===== config.mk =====
export PLATFORM = sky130hd
export DESIGN_NAME = aicc_div
export DESIGN_NICKNAME = d
export VERILOG_FILES = /design/src/rtl/aicc_div.sv
export SDC_FILE = /design/constraint.sdc
export NUM_CORES = 1
export LEC_CHECK = 0
export ABC_AREA = 1
export BUFFER_PORTS_ARGS = -buffer_cell sky130_fd_sc_hd__buf_2
export CORE_MARGIN = 2
export CORE_UTILIZATION = 35
export DETAILED_ROUTE_END_ITERATION = 16
export SETUP_SLACK_MARGIN = 0.02
export SYNTH_ARGS = -nofsm -noshare
export SYNTH_HDL_FRONTEND = slang
export SYNTH_SLANG_ARGS = --single-unit
export TNS_END_PERCENT = 100

===== constraint.sdc =====
create_clock -name i_clk -period 1.55 [get_ports i_clk]
set_input_delay 0.155 -clock i_clk [delete_from_list [all_inputs] [get_ports i_clk]]
set_output_delay 0.155 -clock i_clk [all_outputs]
set_load 0.02 [all_outputs]

===== src/rtl/aicc_div.sv =====
// ----------------------------------------------------------------------------
// aicc_div
// pipelined restoring divider, one quotient bit per register stage, with a
// valid bit and a sideband word traveling alongside each transaction
// ----------------------------------------------------------------------------
module aicc_div #(
    parameter int N_W  = 8,
    parameter int D_W  = 8,
    parameter int SB_W = 1
) (
    input  logic            i_clk,
    input  logic            i_rst_n,
    input  logic            i_vld,
    input  logic [N_W-1:0]  i_num,
    input  logic [D_W-1:0]  i_den,
    input  logic [SB_W-1:0] i_sb,
    output logic            o_vld,
    output logic [N_W-1:0]  o_quo,
    output logic [SB_W-1:0] o_sb
);

    logic            r_vld [N_W];
    logic [N_W-1:0]  r_num [N_W];
    logic [SB_W-1:0] r_sb  [N_W];
    logic [D_W-1:0]  r_rem [N_W-1];
    logic [D_W-1:0]  r_den [N_W-1];

    logic [N_W-1:0]  c_num   [N_W];
    logic [D_W-1:0]  c_rem   [N_W];
    logic [D_W-1:0]  c_den   [N_W];
    logic [D_W:0]    c_trial [N_W];
    logic [D_W:0]    c_diff  [N_W];
    logic            c_ge    [N_W];
    logic [N_W-1:0]  n_num   [N_W];
    logic [D_W-1:0]  n_rem   [N_W];

    always_comb begin
        for (int s = 0; s < N_W; s++) begin
            if (s == 0) begin
                c_num[s] = i_num;
                c_rem[s] = '0;
                c_den[s] = i_den;
            end else begin
                c_num[s] = r_num[s-1];
                c_rem[s] = r_rem[s-1];
                c_den[s] = r_den[s-1];
            end
            c_trial[s] = {c_rem[s], c_num[s][N_W-1]};
            c_diff[s]  = c_trial[s] - {1'b0, c_den[s]};
            c_ge[s]    = (c_trial[s] >= {1'b0, c_den[s]});
            n_num[s]   = {c_num[s][N_W-2:0], c_ge[s]};
            n_rem[s]   = c_ge[s] ? c_diff[s][D_W-1:0] : c_trial[s][D_W-1:0];
        end
    end

    always_ff @(posedge i_clk) begin
        if (!i_rst_n) begin
            for (int s = 0; s < N_W; s++) begin
                r_vld[s] <= 1'b0;
            end
        end else begin
            r_vld[0] <= i_vld;
            for (int s = 1; s < N_W; s++) begin
                r_vld[s] <= r_vld[s-1];
            end
        end
    end

    always_ff @(posedge i_clk) begin
        r_sb[0] <= i_sb;
        for (int s = 1; s < N_W; s++) begin
            r_sb[s] <= r_sb[s-1];
        end
        for (int s = 0; s < N_W; s++) begin
            r_num[s] <= n_num[s];
        end
        for (int s = 0; s < N_W - 1; s++) begin
            r_rem[s] <= n_rem[s];
            r_den[s] <= c_den[s];
        end
    end

    assign o_vld = r_vld[N_W-1];
    assign o_quo = r_num[N_W-1];
    assign o_sb  = r_sb[N_W-1];

endmodule


Yosys cells after proc, flatten, opt, wreduce, memory -nomap -nowiden
Memory sizes are Yosys's and may differ from the RTL's.
Cells that the tools add are included.
- add/sub/neg operators: 7
- bitwise operators: 8
- multiplexer cells: 17
- $lt $le $gt $ge: 8
- operator list (operator ; count):
    9-bit by 8-bit greater-or-equal comparator with 1-bit output ; 7
    8-bit 2-to-1 mux ; 7
    8-bit subtractor ; 6
    1-bit 2-to-1 mux ; 10
    1-bit by 8-bit greater-or-equal comparator with 1-bit output ; 1
    1-bit OR ; 8
    1-bit by 8-bit subtractor with 8-bit output ; 1
- input bits: 20
- memory bits (writable): 192
- bits in registers: 0
- memories: 5
- word-level logic and storage cells: 45
- memory list (memory ; depth ; width ; read ports ; clocked after memory_dff ; write ports ; RTL line ; RTL):
    r_num ; 8 ; 8 ; 8 ; 0 ; 8 ; 23 ; logic [N_W-1:0] r_num [N_W];
    r_den ; 7 ; 8 ; 7 ; 0 ; 7 ; 26 ; logic [D_W-1:0] r_den [N_W-1];
    r_rem ; 7 ; 8 ; 7 ; 0 ; 7 ; 25 ; logic [D_W-1:0] r_rem [N_W-1];
    r_sb ; 8 ; 1 ; 8 ; 0 ; 8 ; 24 ; logic [SB_W-1:0] r_sb [N_W];
    r_vld ; 8 ; 1 ; 8 ; 0 ; 8 ; 22 ; logic r_vld [N_W];

Longest topological paths before layout
Gate-level depths: netlist of run 1.
An unclocked memory read counts as a cell.
- word-level depth: 3
- depth in mapped cells: 11
- mapped depth without buffers: 11

Least setup slack after synthesis of run 1
No wires, ideal clock.
- kind: flip-flop to flip-flop
- start point: memory r_den[2][2]
- end point: memory r_rem[3][7]
- period minus slack after synthesis: 1.517 ns
- data arrival time: 1.404 ns
- stages on the path, launching flop included: 12
- slack: 0.033 ns
- required time: 1.438 ns
- path through: dfxtp_1 -> inv_1 -> ha_1 -> buf_6 -> nand2_2 -> nor2_1 -> nand2_1 -> nor2_1 -> nor2_2 -> nand2_4 -> nand2_1 -> nand2_1
- RTL lines (item ; RTL line):
    from (decl) ; 26
    to (decl) ; 25

==> results of run 1 <==
==> final timing paths <==
check	start	end	slack, ns	depth (start not counted)
hold reg to reg	r_num[1][0]	r_num[1][9]	0.32	0
hold / removal	r_num[1][0]	r_num[1][9]	0.32	0
setup / recovery	r_den[1][4]	r_rem[2][5]	-0.02	10
setup reg to reg	r_den[1][4]	r_rem[2][5]	-0.02	10
==> final cells by class <==
class,instances,area [sq um],area share
inverters,165,629,0.0543
well taps,280,350,0.0302
clock buffers,18,439,0.0379
flip-flops and latches,192,3910,0.337
repair buffers,221,1710,0.148
multi-input cells,572,4390,0.378
clock inverters,13,169,0.0146
==> repair_timing <==
item | in CTS | in global routing
resized for setup | 132 | 203
pin swaps | 40 | 116
hold buffers | 20 | 0
setup endpoints to repair | 53 | 59
gates cloned | 8 | 1
endpoints found under the hold margin | 25 | 0
buffers inserted | 17 | 32
==> cells by family after synthesis <==
family / Yosys count / share of synthesized area
AOI/OAI and AO/OA: 29 / 0.0199
buffers and inverters: 173 / 0.0905
and+or+nand+nor: 452 / 0.259
adders and majority gates: 64 / 0.110
xor gates and xnor gates: 18 / 0.0205
DFF: 192 / 0.500
==> sequential cells by signal, indices dropped and copies added (netlist names) <==
name	flops
r_num	64
r_den	56
r_rem	56
r_sb	8
r_vld	8
==> worst max-delay path: stages (launching register included) <==
cell and delay [ns]:
dfxtp_2 0.34, inv_2 0.05, ha_4 0.29, nand2_4 0.06
inv_4 0.06, nand4_1 0.16, nand2_2 0.15, nand2_4 0.10
buf_4 0.15, nand3_1 0.05, nand2_1 0.05
==> synth_stat cells (all sizes together) <==
library cell  count  share of area
nand2           289           0.15
dfxtp           192           0.50
inv             165          0.081
nand3            91          0.060
ha               58          0.094
nor2             43          0.023
a21oi            27          0.019
nand4            13          0.011
xor2             11          0.013
buf               7         0.0094
nor3              7         0.0046
xnor2             7         0.0080
fa                6          0.016
nand3b            3         0.0029
or2               3         0.0024
and2              2         0.0016
o21ai             2         0.0013
clkbuf            1        0.00049
nor4              1        0.00081
==> through the flow <==
stage | hold WS [ns] | cells | area (sq um) | total power, mW | TNS, ns
4_1_cts | 0.320 | 1428 | 10700 | 16.2 | 0
6_report | 0.320 | 1461 | 11600 | 17.3 | -0.0763
5_1_grt | 0.329 | 1461 | 11600 | 18.3 | -1.56
2_1_floorplan | 0.183 | 928 | 7690 | 9.02 | 0
3_3_place_gp | 0.257 | 1352 | 9030 | 10.6 | -5.29
3_5_place_dp | 0.259 | 1352 | 9030 | 10.7 | -6.11
==> metal layers <==
| layer | share of wire | up-vias |
|---|---|---|
| li1 | - | 3357 |
| met1 | 0.37 | 2971 |
| met2 | 0.58 | 109 |
| met3 | 0.022 | 44 |
| met4 | 0.033 | 0 |
| met5 | 0 | - |
==> power by group through the flow <==
| stage | logic [mW] | registers (mW) | clock network [mW] |
|---|---|---|---|
| floorplan | 2.98 | 6.04 | 0 |
| global placement | 4.59 | 6.05 | 0 |
| detailed placement | 4.66 | 6.05 | 0 |
| CTS | 5.60 | 6.05 | 4.58 |
| global route | 7.32 | 6.17 | 4.80 |
| finish | 6.73 | 6.10 | 4.45 |
==> metrics.md, run 1 <==
| Metric | Value |
|---|---|
| Status | `finished, violations left` |
| Failing checks | `negative setup slack` |
| Clock Sinks | `192` |
| Die width | `152 um` |
| Final Critical Period | `1.57 ns` |
| Total CTS buffers | `17` |
| I/O Buffers | `29` |
| Syn_nets | `1012` |
| Worst setup SP type | `flip-flop` |
| Worst skew pair latency | `0.43 ns` |
| RSZ-0062 raised after global routing | `true` |
| Total number of vias | `about 6500` |
| GPL Wtd Cong | `0.845` |
| Combinational share of power | `0.389` |
| Row Count | `54` |
| Final Cycle Share | `1.01` |
| Initial DRC Count | `between 200 and 250` |
| Total global routing overflow | `0` |
| Clock skew | `between 0.009 and 0.01 ns` |
| Met3 Track Usage GR | `0.0296` |
| Die area | `23200 sq um` |
| Final core occ | `0.535` |
| Syn avg cell area | `8.28 sq um` |
| Data required time of the critical path | `around 1.9 ns` |
| Share of power burned in registers | `0.353` |
| Die Height | `around 150 um` |
| Routed len/inst | `about 12 um` |
| Number of synthesized register bits | `192` |
| Post-Syn Instances | `928` |
| CP max FO | `5` |
| CP Capture Type | `flip-flop` |
| Hold Vio Cnt, Final | `0` |
| I/O pins | `30` |
| Initial core utilization | `0.354` |
| Internal | `~11 mW` |
| Critical Path AT | `roughly 1.9 ns` |
| VDD IR max | `0.766 mV` |
| Top Usage Layer GRT | `met2` |
| Antenna-violating nets left | `0` |
| Mapped Area | `7690 sq um` |
| Most frequent cells in the layout | `nand2_1, buf_4, dfxtp_1, inv_1, nand2_2` |
| Slew @ Worst Pin | `0.304 ns` |
| GR Layer Usage met2 | `0.295` |
| H-tree levels | `4` |
| Clk pwr share | `0.258` |
| Area growth, synth to finish | `50.9%` |
| Max-slew violation count | `0` |
| Pre-antenna DRT Iters | `4` |
| Leak Pwr | `5.81 nW` |
| Switching pwr | `6.00 mW` |
| Slew headroom | `0.797` |
| Pwr per Cell Area | `1490 nW/um^2` |
| Post-DP HPWL | `11600 um` |
| Seq/Total Area, Yosys | `0.500` |
| Vias in the first global route | `6454` |
| CTS tree | `yes` |
| Clock root cell | `clkbuf_16` |
| First-pass GRT wire length | `28000 um` |
| GR Util met1 | `0.142` |
| Antenna Cells | `0` |
| Clock-pin slew on the worst setup and hold paths | `0.07 ns` |
| DR vias/cell | `4.44` |
| Pin count of the biggest net entering global routing | `20` |
| Fin worst setup slack | `-0.0210 ns` |
| Longest Clk Path Bufs | `2` |
| Drt drc | `0` |
| Setup WS pre-CTS | `-0.212 ns` |
| Switching portion of total power | `0.347` |
| Final setup fails | `6` |
| WL final | `18200 um` |
| F_max | `637 MHz` |
| Count of cell types in the netlist | `28` |
| Worst hold path type | `reg2reg` |
| WS Path Type | `reg2reg` |
| Core Region | `21700 sq um` |
| Final net count | `around 1300` |
| Layout fillers | `around 1800` |
| All-layer global routing usage | `0.148` |
| Most common cell after layout, fill and taps aside | `nand2_1` |
| Initial antenna violation count | `0` |
| Yosys warns | `0` |
| Share of cells above drive strength 1 | `0.458` |
| Max-Cap Viols | `0` |
(Power assumes the default switching activity.)
==> run 2, diff against run 1 <==
--- a/config.mk
+++ b/config.mk
@@ -7,7 +7,6 @@
 export LEC_CHECK = 0
 export ABC_AREA = 1
 export BUFFER_PORTS_ARGS = -buffer_cell sky130_fd_sc_hd__buf_2
-export CORE_MARGIN = 2
 export CORE_UTILIZATION = 35
 export DETAILED_ROUTE_END_ITERATION = 16
 export SETUP_SLACK_MARGIN = 0.02
==> constraint.sdc (replaced) <==
create_clock -name i_clk -period 1.7 [get_ports i_clk]
set_input_delay 0.17 -clock i_clk [delete_from_list [all_inputs] [get_ports i_clk]]
set_output_delay 0.17 -clock i_clk [all_outputs]
set_load 0.02 [all_outputs]
==> run 2 against run 1 <==
Against the previous run: the flow now finishes without violations; non-clock buffer count is 118 lower; clock power decreased by 6.7%; critical path depth unchanged; combinational power down 36%; critical path type unchanged; highest routed layer unchanged.
==> metrics.md, run 2 (synthesis results as in run 1) <==
| Metric | Value |
|---|---|
| Biggest regs | `r_num x64, r_den x56, r_rem x56` |
| Drt drc | `0` |
| Reg with most FFs | `r_num` |
| Status | `completed` |
| Worst hold path type | `reg2reg` |
| Max-Cap Viols | `0` |
| RSZ-0062 raised after global routing | `true` |
| CP Capture Type | `flip-flop` |
| H-tree levels | `4` |
| WS Path Type | `reg2reg` |
| I/O Buffers | `29` |
| Setup WS pre-CTS | `-0.0310 ns` |
| Fin worst setup slack | `0.0927 ns` |
| Routed len/inst | `11.5 um` |
| Vias in the first global route | `about 5400` |
| All-layer global routing usage | `0.138` |
| Initial core utilization | `0.361` |
| I/O pins | `30` |
| Die width | `around 150 um` |
| Longest Clk Path Bufs | `2` |
| Clock skew | `0.0133 ns` |
| F_max | `approximately 620 MHz` |
| Final core occ | `0.465` |
| Worst skew pair latency | `around 0.44 ns` |
| Fin Setup TNS | `0 ns` |
| Pwr per Cell Area | `1410 nW/um^2` |
| Hold slack final | `0.327 ns` |
| Share of cells above drive strength 1 | `0.205` |
| Total CTS buffers | `17` |
| CP max FO | `4` |
| Final Cycle Share | `0.945` |
| Slew headroom | `0.784` |
| GPL Wtd Cong | `a little under 0.9` |
| Clock root cell | `clkbuf_16` |
| Most common cell after layout, fill and taps aside | `nand2_1` |
| Total number of vias | `5802` |
| Clock-pin slew on the worst setup and hold paths | `0.08 ns` |
| Die Height | `150 um` |
| Die area | `around 23000 sq um` |
| Hold Vio Cnt, Final | `0` |
| Pin count of the biggest net entering global routing | `22` |
| Total global routing overflow | `0` |
| Data required time of the critical path | `2.03 ns` |
| DR vias/cell | `about 4.3` |
| Worst setup SP type | `flip-flop` |
| First-pass GRT wire length | `24100 um` |
| Final Critical Period | `1.61 ns` |
| Initial DRC Count | `246` |
| Leak Pwr | `around 5.2 nW` |
| Final net count | `1131` |
| Row Count | `53` |
| Max-slew violation count | `0` |
| VDD IR max | `0.763 mV` |
| Antenna Cells | `0` |
| Antenna-violating nets left | `0` |
| Post-DP HPWL | `11100 um` |
| Max FFs per register | `64` |
| Final setup fails | `0` |
| Initial antenna violation count | `0` |
| Pre-antenna DRT Iters | `5` |
| Area growth, synth to finish | `28.9%` |
| Clock Sinks | `about 190` |
| Core Region | `21300 sq um` |
| WL final | `15400 um` |
| CTS tree | `yes` |
| Slew @ Worst Pin | `0.323 ns` |
| Critical Path AT | `between 1.5 and 2 ns` |
| Most frequent cells in the layout | `nand2_1, dfxtp_1, inv_1, nand3_1, buf_4` |
-- run 2: changes by cell type in the layout (fill, tap and decap cells not counted), sizes merged --
cell,previous run,this run
clkbuf,18,17
buf,201,83
clkinv,4,7
nand2,295,293
inv,172,171
and2,3,2
nor2,45,44
-- run 2: final cells by class --
type,instances,area [sq um]
fillers,2004,11400
flip-flops and latches,192,3870
multi-input cells,568,3630
repair buffers,103,808
inverters,165,619
clock buffers,17,425
well taps,275,344
clock inverters,15,211
-- run 2: power by group --
| part | internal (mW) | total, mW | switching (mW) |
|---|---|---|---|
| Sequential | 5.14 | 5.52 | 0.378 |
| Clock | 2.15 | 4.15 | 2.00 |
| Combinational | 1.91 | 4.32 | 2.41 |
| Total | 9.21 | 14.0 | 4.79 |
-- run 2: worst max-delay path: stages (launching register included) --
cell and delay (ns):
dfxtp_1 0.34, inv_1 0.07, ha_4 0.28, nand2_1 0.06, nor2_1 0.13, nand2_1 0.10, nor2_2 0.16, nor2_4 0.08
buf_4 0.14, nand3_1 0.08, nand2_1 0.06
-- run 2: per-stage QoR --
stage	std cells	total power [mW]	area [sq um]
after global routing	1335	14.9	9910
after global placement	1264	9.16	8420
after detailed placement	1264	9.21	8420
final	1335	14.0	9910
after CTS	1318	13.5	9350
after floorplan	928	8.22	7690
-- run 2: routing by layer --
layer  part of all wire  global-route usage
met1               0.42               0.150
met2               0.52               0.253
met3              0.027              0.0324
met4              0.030              0.0672
met5                  0                   0
-- run 2: final timing paths --
check | from | to | slack (ns) | depth (start not counted)
worst max-delay path | r_den[4][4] | r_rem[5][4] | 0.09 | 10
worst min-delay path | r_num[1][18] | r_num[1][27] | 0.33 | 0
worst max register to register | r_den[4][4] | r_rem[5][4] | 0.09 | 10
worst min register to register | r_num[1][18] | r_num[1][27] | 0.33 | 0
-- run 2: what timing repair did --
action                                  4_1_cts  5_1_grt
resized for setup                             8       89
endpoints found under the hold margin        24        0
buffers inserted                              2       12
pin swaps                                     1       23
gates cloned                                  0        5
hold buffers                                 20        0
endpoints found under the setup margin       18       50
